<file path="src/rtl/mfp_pkg.sv">
// ----------------------------------------------------------------------------
// mfp_pkg - shared types and constants of the MSP v1 frame parser
// Word formats of the request and response channels, per-packet state and
// the codes used in status results and register writes.
// ----------------------------------------------------------------------------
package mfp_pkg;

   // request word: one frame byte plus the end-of-packet mark
   typedef struct packed {
      logic [7:0] frame_byte;
      logic       packet_end;
   } req_word_type;

   // response word: payload byte or packet status
   typedef struct packed {
      logic       result_kind;
      logic [7:0] payload_value;
      logic [7:0] payload_position;
      logic [2:0] packet_status;
      logic [1:0] direction_code;
      logic [7:0] command_code;
      logic [7:0] payload_length;
   } rsp_word_type;

   // per-packet parse state, cleared after every packet end
   typedef struct packed {
      logic [8:0] byte_position;
      logic       header_good;
      logic [1:0] direction_seen;
      logic [7:0] command_seen;
      logic [7:0] length_seen;
      logic [7:0] running_xor;
      logic [7:0] checksum_byte;
   } frame_state_type;

   localparam frame_state_type FRAME_STATE_CLEAR = '{
      byte_position:  9'd0,
      header_good:    1'b1,
      direction_seen: 2'd0,
      command_seen:   8'd0,
      length_seen:    8'd0,
      running_xor:    8'd0,
      checksum_byte:  8'd0
   };

   // byte positions within a frame
   localparam logic [8:0] POS_HEADER0   = 9'd0;
   localparam logic [8:0] POS_HEADER1   = 9'd1;
   localparam logic [8:0] POS_DIRECTION = 9'd2;
   localparam logic [8:0] POS_LENGTH    = 9'd3;
   localparam logic [8:0] POS_COMMAND   = 9'd4;
   localparam logic [8:0] POS_PAYLOAD   = 9'd5;
   localparam logic [8:0] POS_MAX       = 9'd511;

   // length rules: minimum frame and overhead beyond the payload
   localparam logic [9:0] MIN_FRAME_BYTES = 10'd7;
   localparam logic [9:0] FRAME_OVERHEAD  = 10'd6;

   // direction bytes and codes
   localparam logic [7:0] DIR_BYTE_IN  = 8'h3C;  // '<'
   localparam logic [7:0] DIR_BYTE_OUT = 8'h3E;  // '>'
   localparam logic [1:0] DIR_INBOUND  = 2'd0;
   localparam logic [1:0] DIR_OUTBOUND = 2'd1;
   localparam logic [1:0] DIR_INVALID  = 2'd2;

   // result kinds
   localparam logic KIND_PAYLOAD = 1'b0;
   localparam logic KIND_STATUS  = 1'b1;

   // packet status codes
   localparam logic [2:0] STATUS_OK       = 3'd0;
   localparam logic [2:0] STATUS_HEADER   = 3'd1;
   localparam logic [2:0] STATUS_LENGTH   = 3'd2;
   localparam logic [2:0] STATUS_FIELD    = 3'd3;
   localparam logic [2:0] STATUS_CHECKSUM = 3'd4;

   // register indexes
   localparam logic [2:0] CSR_HEADER_FIRST  = 3'd0;
   localparam logic [2:0] CSR_HEADER_SECOND = 3'd1;
   localparam logic [2:0] CSR_CMD_VALID0    = 3'd2;
   localparam logic [2:0] CSR_CMD_VALID1    = 3'd3;
   localparam logic [2:0] CSR_CMD_VALID2    = 3'd4;
   localparam logic [2:0] CSR_CMD_VALID3    = 3'd5;

   // register reset values
   localparam logic [7:0] HEADER_FIRST_RESET  = 8'h24;  // '$'
   localparam logic [7:0] HEADER_SECOND_RESET = 8'h4D;  // 'M'

endpackage

</file>
<file path="src/rtl/mfp_byte_decode.sv">
// ----------------------------------------------------------------------------
// mfp_byte_decode - per-byte frame decode
// Takes the parse state and one frame byte, gives the next state and the
// response word the byte causes, if any.
// ----------------------------------------------------------------------------
module mfp_byte_decode (
   input  mfp_pkg::frame_state_type state_cur,
   input  mfp_pkg::req_word_type    byte_word,
   input  logic [7:0]               header_first,
   input  logic [7:0]               header_second,
   input  logic [255:0]             cmd_valid_map,
   output mfp_pkg::frame_state_type state_next,
   output logic                     result_valid,
   output mfp_pkg::rsp_word_type    result_word
);

   mfp_pkg::frame_state_type upd;
   logic [8:0]               idx;
   logic [8:0]               offset;
   logic [7:0]               b;
   logic                     is_payload;
   logic [9:0]               count;
   logic [9:0]               length_need;
   logic [2:0]               status;

   assign idx         = state_cur.byte_position;
   assign b           = byte_word.frame_byte;
   assign offset      = idx - mfp_pkg::POS_PAYLOAD;

   always_comb begin
      upd        = state_cur;
      is_payload = 1'b0;
      priority if (idx == mfp_pkg::POS_HEADER0) begin
         if (b != header_first) upd.header_good = 1'b0;
      end else if (idx == mfp_pkg::POS_HEADER1) begin
         if (b != header_second) upd.header_good = 1'b0;
      end else if (idx == mfp_pkg::POS_DIRECTION) begin
         priority if (b == mfp_pkg::DIR_BYTE_IN) upd.direction_seen = mfp_pkg::DIR_INBOUND;
         else if (b == mfp_pkg::DIR_BYTE_OUT) upd.direction_seen = mfp_pkg::DIR_OUTBOUND;
         else upd.direction_seen = mfp_pkg::DIR_INVALID;
      end else if (idx == mfp_pkg::POS_LENGTH) begin
         upd.length_seen = b;
         upd.running_xor = state_cur.running_xor ^ b;
      end else if (idx == mfp_pkg::POS_COMMAND) begin
         upd.command_seen = b;
         upd.running_xor  = state_cur.running_xor ^ b;
      end else if (idx != mfp_pkg::POS_MAX) begin
         if (offset < {1'b0, state_cur.length_seen}) begin
            upd.running_xor = state_cur.running_xor ^ b;
            is_payload      = 1'b1;
         end else if (offset == {1'b0, state_cur.length_seen}) begin
            upd.checksum_byte = b;
         end
      end else begin
         // count saturated: drop the byte as trailing data
      end
      // saturate the byte count
      if (idx != mfp_pkg::POS_MAX) upd.byte_position = idx + 9'd1;
   end

   assign count       = {1'b0, idx} + 10'd1;
   assign length_need = {2'b00, upd.length_seen} + mfp_pkg::FRAME_OVERHEAD;

   always_comb begin
      priority if (!upd.header_good) begin
         status = mfp_pkg::STATUS_HEADER;
      end else if (count < mfp_pkg::MIN_FRAME_BYTES || count < length_need) begin
         status = mfp_pkg::STATUS_LENGTH;
      end else if (upd.direction_seen == mfp_pkg::DIR_INVALID ||
                   !cmd_valid_map[upd.command_seen]) begin
         status = mfp_pkg::STATUS_FIELD;
      end else if (upd.running_xor != upd.checksum_byte) begin
         status = mfp_pkg::STATUS_CHECKSUM;
      end else begin
         status = mfp_pkg::STATUS_OK;
      end
   end

   always_comb begin
      result_word.direction_code = upd.direction_seen;
      result_word.command_code   = upd.command_seen;
      result_word.payload_length = upd.length_seen;
      if (byte_word.packet_end) begin
         result_valid                 = 1'b1;
         result_word.result_kind      = mfp_pkg::KIND_STATUS;
         result_word.payload_value    = 8'd0;
         result_word.payload_position = 8'd0;
         result_word.packet_status    = status;
         state_next                   = mfp_pkg::FRAME_STATE_CLEAR;
      end else begin
         result_valid                 = is_payload;
         result_word.result_kind      = mfp_pkg::KIND_PAYLOAD;
         result_word.payload_value    = b;
         result_word.payload_position = offset[7:0];
         result_word.packet_status    = mfp_pkg::STATUS_OK;
         state_next                   = upd;
      end
   end

endmodule

</file>
<file path="src/rtl/msp_frame_parser_unit.sv">
// ----------------------------------------------------------------------------
// msp_frame_parser_unit - MSP v1 parser, one byte per cycle unless stalled
// Path: an accepted req word sits in the input reg (s1), is decoded, and
// any result it yields goes to the response reg, where it waits to be taken.
// Throughput: one word per cycle unless stalled; single decode stage.
// Reset: synchronous; clears the parse state and loads default registers.
// ----------------------------------------------------------------------------
module msp_frame_parser_unit (
   input  logic                  clock,
   input  logic                  reset,
   // request channel: frame bytes
   input  logic                  req_valid,
   output logic                  req_stall,
   input  mfp_pkg::req_word_type req_word,
   // response channel: payload bytes and packet status
   output logic                  rsp_valid,
   input  logic                  rsp_stall,
   output mfp_pkg::rsp_word_type rsp_word,
   // configuration write port
   input  logic                  csr_write_en,
   input  logic [2:0]            csr_index,
   input  logic [63:0]           csr_write_data
);

   // Configuration registers: expected header bytes and the 256-bit map of
   // valid command codes (bit c marks command c as valid).
   logic [7:0]   header_first_ff;
   logic [7:0]   header_second_ff;
   logic [255:0] cmd_valid_ff;

   always_ff @(posedge clock) begin
      if (reset) begin
         header_first_ff  <= mfp_pkg::HEADER_FIRST_RESET;
         header_second_ff <= mfp_pkg::HEADER_SECOND_RESET;
         cmd_valid_ff     <= '0;
      end else if (csr_write_en) begin
         unique case (csr_index)
            mfp_pkg::CSR_HEADER_FIRST:  header_first_ff       <= csr_write_data[7:0];
            mfp_pkg::CSR_HEADER_SECOND: header_second_ff      <= csr_write_data[7:0];
            mfp_pkg::CSR_CMD_VALID0:    cmd_valid_ff[63:0]    <= csr_write_data;
            mfp_pkg::CSR_CMD_VALID1:    cmd_valid_ff[127:64]  <= csr_write_data;
            mfp_pkg::CSR_CMD_VALID2:    cmd_valid_ff[191:128] <= csr_write_data;
            mfp_pkg::CSR_CMD_VALID3:    cmd_valid_ff[255:192] <= csr_write_data;
            default: begin
               // unused indexes: drop the write
            end
         endcase
      end
   end

   // Pipeline: input register (s1) -> decode -> response register.
   // The s1 word advances whenever the response register is empty or is
   // being taken this cycle; a word that yields no response still advances
   // and updates the parse state.
   logic                      s1_valid_ff;
   logic                      s1_valid_in;
   mfp_pkg::req_word_type     s1_word_ff;
   mfp_pkg::frame_state_type  state_ff;
   mfp_pkg::frame_state_type  state_in;
   logic                      rsp_valid_ff;
   logic                      rsp_valid_in;
   mfp_pkg::rsp_word_type     rsp_word_ff;

   logic                      out_free;
   logic                      s1_fire;
   logic                      req_take;
   mfp_pkg::frame_state_type  dec_state;
   logic                      dec_valid;
   mfp_pkg::rsp_word_type     dec_word;

   assign out_free  = !rsp_valid_ff || !rsp_stall;
   assign s1_fire   = s1_valid_ff && out_free;
   // hold the requester only while a word waits in s1 and cannot advance
   assign req_stall = s1_valid_ff && !out_free;
   assign req_take  = req_valid && !req_stall;

   mfp_byte_decode u_decode (
      .state_cur     (state_ff),
      .byte_word     (s1_word_ff),
      .header_first  (header_first_ff),
      .header_second (header_second_ff),
      .cmd_valid_map (cmd_valid_ff),
      .state_next    (dec_state),
      .result_valid  (dec_valid),
      .result_word   (dec_word)
   );

   always_comb begin
      s1_valid_in  = req_take || (s1_valid_ff && !s1_fire);
      state_in     = s1_fire ? dec_state : state_ff;
      // load a new response on a decoded result, otherwise clear once taken
      if (s1_fire && dec_valid) begin
         rsp_valid_in = 1'b1;
      end else if (!rsp_stall) begin
         rsp_valid_in = 1'b0;
      end else begin
         rsp_valid_in = rsp_valid_ff;
      end
   end

   always_ff @(posedge clock) begin
      if (reset) begin
         s1_valid_ff  <= 1'b0;
         rsp_valid_ff <= 1'b0;
         state_ff     <= mfp_pkg::FRAME_STATE_CLEAR;
      end else begin
         s1_valid_ff  <= s1_valid_in;
         rsp_valid_ff <= rsp_valid_in;
         state_ff     <= state_in;
      end
   end

   // payload registers: no reset needed
   always_ff @(posedge clock) begin
      if (req_take) s1_word_ff <= req_word;
      if (s1_fire && dec_valid) rsp_word_ff <= dec_word;
   end

   assign rsp_valid = rsp_valid_ff;
   assign rsp_word  = rsp_word_ff;

endmodule

</file>
<file path="config.mk">
export PLATFORM = sky130hd
export DESIGN_NAME = msp_frame_parser_unit
export DESIGN_NICKNAME = d
export VERILOG_FILES = /design/src/rtl/mfp_pkg.sv /design/src/rtl/mfp_byte_decode.sv /design/src/rtl/msp_frame_parser_unit.sv
export SDC_FILE = /design/constraint.sdc
export NUM_CORES = 1
export LEC_CHECK = 0
export BUFFER_PORTS_ARGS = -buffer_cell sky130_fd_sc_hd__clkbuf_2
export CAP_MARGIN = 15
export CORE_MARGIN = 4
export CORE_UTILIZATION = 32
export CTS_CLUSTER_DIAMETER = 150
export DETAILED_ROUTE_END_ITERATION = 7
export PLACE_DENSITY = 0.59
export SYNTH_ARGS = -nofsm -noshare
export SYNTH_HDL_FRONTEND = slang
export SYNTH_SLANG_ARGS = --single-unit
</file>
<file path="constraint.sdc">
create_clock -name clock -period 5.8 [get_ports clock]
set_input_delay 1.45 -clock clock [delete_from_list [all_inputs] [get_ports clock]]
set_output_delay 1.45 -clock clock [all_outputs]
set_load 0.01 [all_outputs]
</file>
==> run metrics, run 1 <==
Mapped Cells 2392; Die Span Y 250 µm; vias 18.2k; NumNets Final 2512; Final Hold Fails 0; status complete, no violations; Synth Area per Inst 7.82 µm²; flip-flop and latch area 7780 µm²; Syn Nets 2495; Max Buffers Root-to-Sink 3; total CTS buffers 40; Peak VDD IR 0.194 mV; Crit path required time 6.13 ns; Detailed Route Iter0 Violations 2159; n_diodes 0; fin crit share 0.859; fraction of registers with async set/reset 0; cell mode on critical path o21ai_0; Tmin final 4.98 ns; Post-CTS Repair Setup Buffers 0; min-delay worst type register to register; H-tree levels 2; clk_skew 0.0319 ns; WL final 69300 µm; Synth warnings 0; CTS tree done; Overflow after GRT 0; metal3 WL 5870 µm; number of global-route vias before repair 17.0k; Final Max Tran Viols 0; Seq/Total Area, Yosys 0.416; Sw Share 0.239; critical path, cell by cell inv_1 > ha_1 > or4b_2 > nor4_2 > buf_4 > nand2_1 > o21ai_0 > inv_1 > ha_1 > nor3_1 > xnor2_1 > ha_1 > o21a_1 > o21ai_0 > nand2b_1 > a21oi_1 > a21oi_1 > o21ai_0 > o21a_1 > o21ai_0 > and2_1; worst slew pin tran 1.07 ns; Root Driver clkbuf_16; Worst setup EP type register; crit path max fanout 13; total clock sinks 365; Crit Path Class register to register; synthesized cell area 18700 µm²; Met1 Wirelength 29100 µm; Slowest-stage cell, CP or4b_2; hold-fix buffers at CTS 0; clock network fraction of total power 0.478; first-pass GRT wire length 105000 µm; layout cell share with drive strength beyond 1 0.119; PortBufs 120; post-cts resize count 0; DRC viols 0; RSZ-0062 raised after global routing false; Yosys cell types 85; Sum Neg Setup Slack 0 ns; area grow syn2layout 14.2%; fmax 201 MHz; Psw 1.38 mW; GRT Total Usage 0.212; Fill cells 6035; Largest delay share family, worst path simple AND/OR/NAND/NOR gates; Max-Cap Viols 0; Lkg Pwr 7.04 nW; Worst EP arrival 5.31 ns; Worst path max stage delay 0.70 ns; met2 wire len 31700 µm; remaining antenna violation count 0; RePlAce Congestion 0.946; area of the multi-input gates 10100 µm²; fin cells 3206; clock slew at reported path FFs 0.06 ns; PD cells 269 nW/µm²; Die Width 250 µm; register share of total power 0.463; Post-synth EDFFs 47; initial antenna violation count 1; core area 57800 µm²; crit start category register; Internal Power 4.38 mW; hpwl dp 46700 µm; number of synthesized register bits 365; largest net degree at the start of global routing 144; Top Layer Used met5; worst path bufs/invs 3; ys flop type dfxtp_1; initial core utilization 0.324; Fin Hold WS 0.457 ns; # placed instances 3132; Worst-Skew Late Latency 0.58 ns; # IOs 121; Final Setup Violations 0; part of the power in combinational logic 0.059; die area 62400 µm²; DRT Pass-1 Iters 5; relative slew slack 0.288; vias per inst 5.68; Rows 88; wire per inst 21.6 µm
[cell usage in the layout (no fill, tap or decap), drive strengths merged, types with 21 or more instances in the layout]
| cell type | instances |
|---|---|
| mux2i | 89 |
| nand3 | 73 |
| inv | 31 |
| buf | 52 |
| nor3 | 31 |
| xnor2 | 22 |
| nand2 | 633 |
| clkbuf | 178 |
| ha | 22 |
| a211oi | 42 |
| o21ai | 87 |
| nor2 | 92 |
| a22oi | 36 |
| edfxtp | 47 |
| nand4 | 21 |
| a21oi | 337 |
| dfxtp | 318 |
[logic make-up (layout without fill, tap and decap cells)]
group                    count (synthesis)  in the layout  synth area share
AND/OR/NAND/NOR                        977            977             0.230
AO/OA/AOI/OAI                          655            655             0.213
flip-flops                             365            365             0.416
buffers and inverters                  230            279            0.0495
multiplexers                           103            103            0.0585
XOR/XNOR                                40             40            0.0187
adder cells (fa/ha/maj)                 22             22            0.0147
[registers in the layout, indices dropped and copies added (netlist names)]
| name | count |
|---|---|
| s1_valid_ff | 1 |
| rsp_valid | 1 |
| cmd_valid_ff | 256 |
| header_second_ff | 8 |
| header_first_ff | 8 |
| state_ff | 44 |
| rsp_word | 38 |
| s1_word_ff | 9 |
[Yosys cell counts (all sizes together), types with 18 or more instances]
cell type / instances / share of area
a211oi: 42 / 0.017
a21oi: 337 / 0.090
a22oi: 36 / 0.014
and3: 18 / 0.0060
buf: 51 / 0.014
clkbuf: 145 / 0.029
dfxtp: 318 / 0.34
edfxtp: 47 / 0.075
ha: 22 / 0.015
inv: 31 / 0.0062
mux2i: 89 / 0.048
nand2: 633 / 0.13
nand2b: 20 / 0.0067
nand3: 73 / 0.020
nand4: 21 / 0.0070
nor2: 92 / 0.019
nor3: 31 / 0.0095
nor4: 20 / 0.0078
o211ai: 20 / 0.0080
o21ai: 87 / 0.024
xnor2: 22 / 0.010
xor2: 18 / 0.0084
[worst register-to-register path, delay by kind of cell (launching register included)]
| kind | cells | cell delay (ns) |
|---|---|---|
| adder cells (fa/ha/maj) | 3 | 0.91 |
| XOR/XNOR | 1 | 0.13 |
| flip-flops | 1 | 0.57 |
| AND/OR/NAND/NOR | 6 | 1.50 |
| AO/OA/AOI/OAI | 8 | 1.16 |
| buffers and inverters | 3 | 0.49 |
[worst paths after layout]
| path | slack (ns) | endpoint | start | cells after the start |
|---|---|---|---|---|
| max | 0.82 | rsp_word[18] | state_ff[35] | 21 |
| min | 0.46 | cmd_valid_ff[50] | cmd_valid_ff[50] | 2 |
| max reg2reg | 0.82 | rsp_word[18] | state_ff[35] | 21 |
| min reg2reg | 0.46 | cmd_valid_ff[50] | cmd_valid_ff[50] | 2 |
[final cells by class]
cell class,instances,area share
timing repair buffer,171,0.0471
multi-input combinational,1797,0.471
clock buffer,59,0.0564
sequential,365,0.364
clock inverter,15,0.0101
tap,765,0.0448
inverter,34,0.00603
[power by group through the flow]
stage | registers, mW | logic [mW] | clock network (mW)
after floorplan | 2.70 | 0.192 | 0
after global placement | 2.72 | 0.333 | 0
after detailed placement | 2.72 | 0.339 | 0
after CTS | 2.66 | 0.339 | 2.79
after global routing | 2.67 | 0.371 | 2.90
final | 2.66 | 0.342 | 2.75
[routing by layer]
| layer | global-route usage | up-vias |
|---|---|---|
| met5 | 0 | - |
| met4 | 0.0794 | 2 |
| met2 | 0.338 | 874 |
| li1 | - | 8472 |
| met1 | 0.286 | 8686 |
| met3 | 0.0412 | 170 |
[through the flow]
| stage | area (µm²) | setup WS (ns) | util | power (mW) |
|---|---|---|---|---|
| 3_5_place_dp | 19900 | 0.885 | 0.345 | 3.05 |
| 4_1_cts | 21400 | 0.875 | 0.370 | 5.79 |
| 2_1_floorplan | 18700 | 1.16 | - | 2.89 |
| 5_1_grt | 21400 | 0.437 | 0.370 | 5.94 |
| 3_3_place_gp | 19900 | 0.965 | 0.345 | 3.05 |
| 6_report | 21400 | 0.820 | 0.370 | 5.75 |
No activity file was read; power rests on OpenSTA's default activity.
==> run 2: changes to the inputs <==
GPL_TIMING_DRIVEN = 0   (was default)
==> run metrics, run 2 (synthesis results as in run 1) <==
status finished with violations; failing checks negative setup slack; Top Layer Used met4; hpwl dp 63700 µm; wire per inst 26.0 µm; metal3 WL 7590 µm; worst slew pin tran 1.31 ns; Met1 Wirelength 35800 µm; initial core utilization 0.324; fin cells 3360; Worst EP arrival 6.19 ns; critical path, cell by cell clkbuf_1 > clkinv_1 > nor3_4 > clkbuf_1 > o21ai_0 > a31oi_1 > nand3_1 > o21ai_1 > nor4b_2 > nor4_2 > nand2_1 > a311oi_1; commonest non-fill, non-tap cell in the layout nand2_1; RSZ-0062 raised after global routing false; Psw 1.45 mW; largest net degree at the start of global routing 24; Sw Share 0.246; register share of total power 0.451; Reg2Reg Launch Point s1_word_ff[1]; fmax 172 MHz; relative slew slack 0.124; Largest Register cmd_valid_ff; part of the power in combinational logic 0.066; clock slew at reported path FFs 0.06 ns; RePlAce Congestion 1.04; GRT Total Usage 0.266; remaining antenna violation count 0; core area 57800 µm²; # IOs 121; reg2reg path depth 12; crit path max fanout 10; flip-flop and latch area 7780 µm²; Rows 88; first-pass GRT wire length 124000 µm; hold path endpoint cmd_valid_ff[101]; Worst-Skew Late Latency 0.59 ns; DRT Pass-1 Iters 5; Lkg Pwr 7.20 nW; Max-Cap Viols 0; Crit path required time 6.19 ns; layout cell share with drive strength beyond 1 0.104; Worst path max stage delay 0.85 ns; PD cells 269 nW/µm²; r2r setup slk -0.006 ns; Die Span Y 250 µm; Fin Hold WS 0.451 ns; Slowest-stage cell, CP clkinv_1; Sum Neg Setup Slack -0.00566 ns; die area 62400 µm²; # placed instances 3283; Internal Power 4.43 mW; Worst setup EP type register; crit start category register; reg-to-reg endpoint rsp_word[20]; NumNets Final 2667; vias per inst 5.83; Die Width 250 µm; Largest register FFs 256; Final Setup Violations 1; Tmin final 5.81 ns; CTS tree done; Final Max Tran Viols 0; Post-CTS Repair Setup Buffers 0; min-delay worst type register to register; Peak VDD IR 0.215 mV; H-tree levels 2; WL final 87200 µm; Final Hold Fails 0; fin crit share 1.00; Final WS setup -0.00566 ns; area grow syn2layout 17.0%; total CTS buffers 43; Crit Path Class register to register; number of global-route vias before repair 18.3k; PortBufs 118; Fill cells 6058; cell mode on critical path clkbuf_1; area of the multi-input gates 10000 µm²; met2 wire len 39300 µm; Root Driver clkbuf_16; Max Buffers Root-to-Sink 3; clk_skew 0.0327 ns; vias 19.6k; total clock sinks 365; Detailed Route Iter0 Violations 2493; Overflow after GRT 0; DRC viols 0; most frequent cells in the layout nand2_1, a21oi_1, dfxtp_1; initial antenna violation count 1; hold path startpoint cmd_valid_ff[101]; hold-fix buffers at CTS 0; clock network fraction of total power 0.482; Min-Delay Path Depth 2
-- run 2: power groups by stage --
| stage | combinational (mW) | clock [mW] | sequential [mW] |
|---|---|---|---|
| 3_5_place_dp | 0.379 | 0 | 2.71 |
| 6_report | 0.390 | 2.84 | 2.66 |
| 3_3_place_gp | 0.368 | 0 | 2.71 |
| 2_1_floorplan | 0.192 | 0 | 2.70 |
| 5_1_grt | 0.415 | 2.98 | 2.66 |
| 4_1_cts | 0.381 | 2.87 | 2.65 |
-- run 2: worst max-delay path by stage --
stage | start | end | slack [ns] | cells after the start
final | s1_word_ff[1] | rsp_word[20] | -0.006 | 12
after global routing | state_ff[35] | rsp_word[20] | 0.01 | 16
after CTS | state_ff[35] | rsp_word[18] | 0.24 | 22
after detailed placement | state_ff[35] | rsp_word[18] | -0.006 | 22
after global placement | state_ff[35] | rsp_word[20] | -0.02 | 16
after floorplan | state_ff[35] | rsp_word[18] | 1.16 | 22
-- run 2: what timing repair did --
action                                  4_1_cts  5_1_grt
gates resized for setup                       2        2
cloned                                        0        0
endpoints found under the setup margin        2        2
-- run 2: layer usage --
metal	GRT usage	vias to the layer above
met5	0	-
met4	0.123	0
met3	0.0479	260
met2	0.428	1061
met1	0.347	9469
li1	-	8802
-- run 2: cell type report --
cell class / count / share of cell area
Clock inverter: 15 / 0.0101
Timing Repair Buffer: 127 / 0.0332
Tap cell: 765 / 0.0437
Inverter: 34 / 0.00589
Multi-Input combinational cell: 1797 / 0.458
Sequential cell: 365 / 0.355
Buffer: 196 / 0.0365
Antenna cell: 2 / 0.000229
Clock buffer: 59 / 0.0566
-- run 2: through the flow --
step           power, mW  setup WS [ns]  instance area, µm²  utilization
2_1_floorplan       2.89           1.16               18700            -
3_3_place_gp        3.08        -0.0154               20200        0.350
3_5_place_dp        3.09       -0.00557               20400        0.353
4_1_cts             5.91          0.239               21900        0.378
5_1_grt             6.06         0.0120               21900        0.378
6_report            5.88       -0.00566               21900        0.378
-- run 2: critical path: cells and delay by family (launching register included) --
family / cells / cell delay [ns]
DFF: 1 / 0.32
and+or+nand+nor: 5 / 1.87
AOI/OAI and AO/OA: 4 / 1.22
buffers and inverters: 3 / 2.14
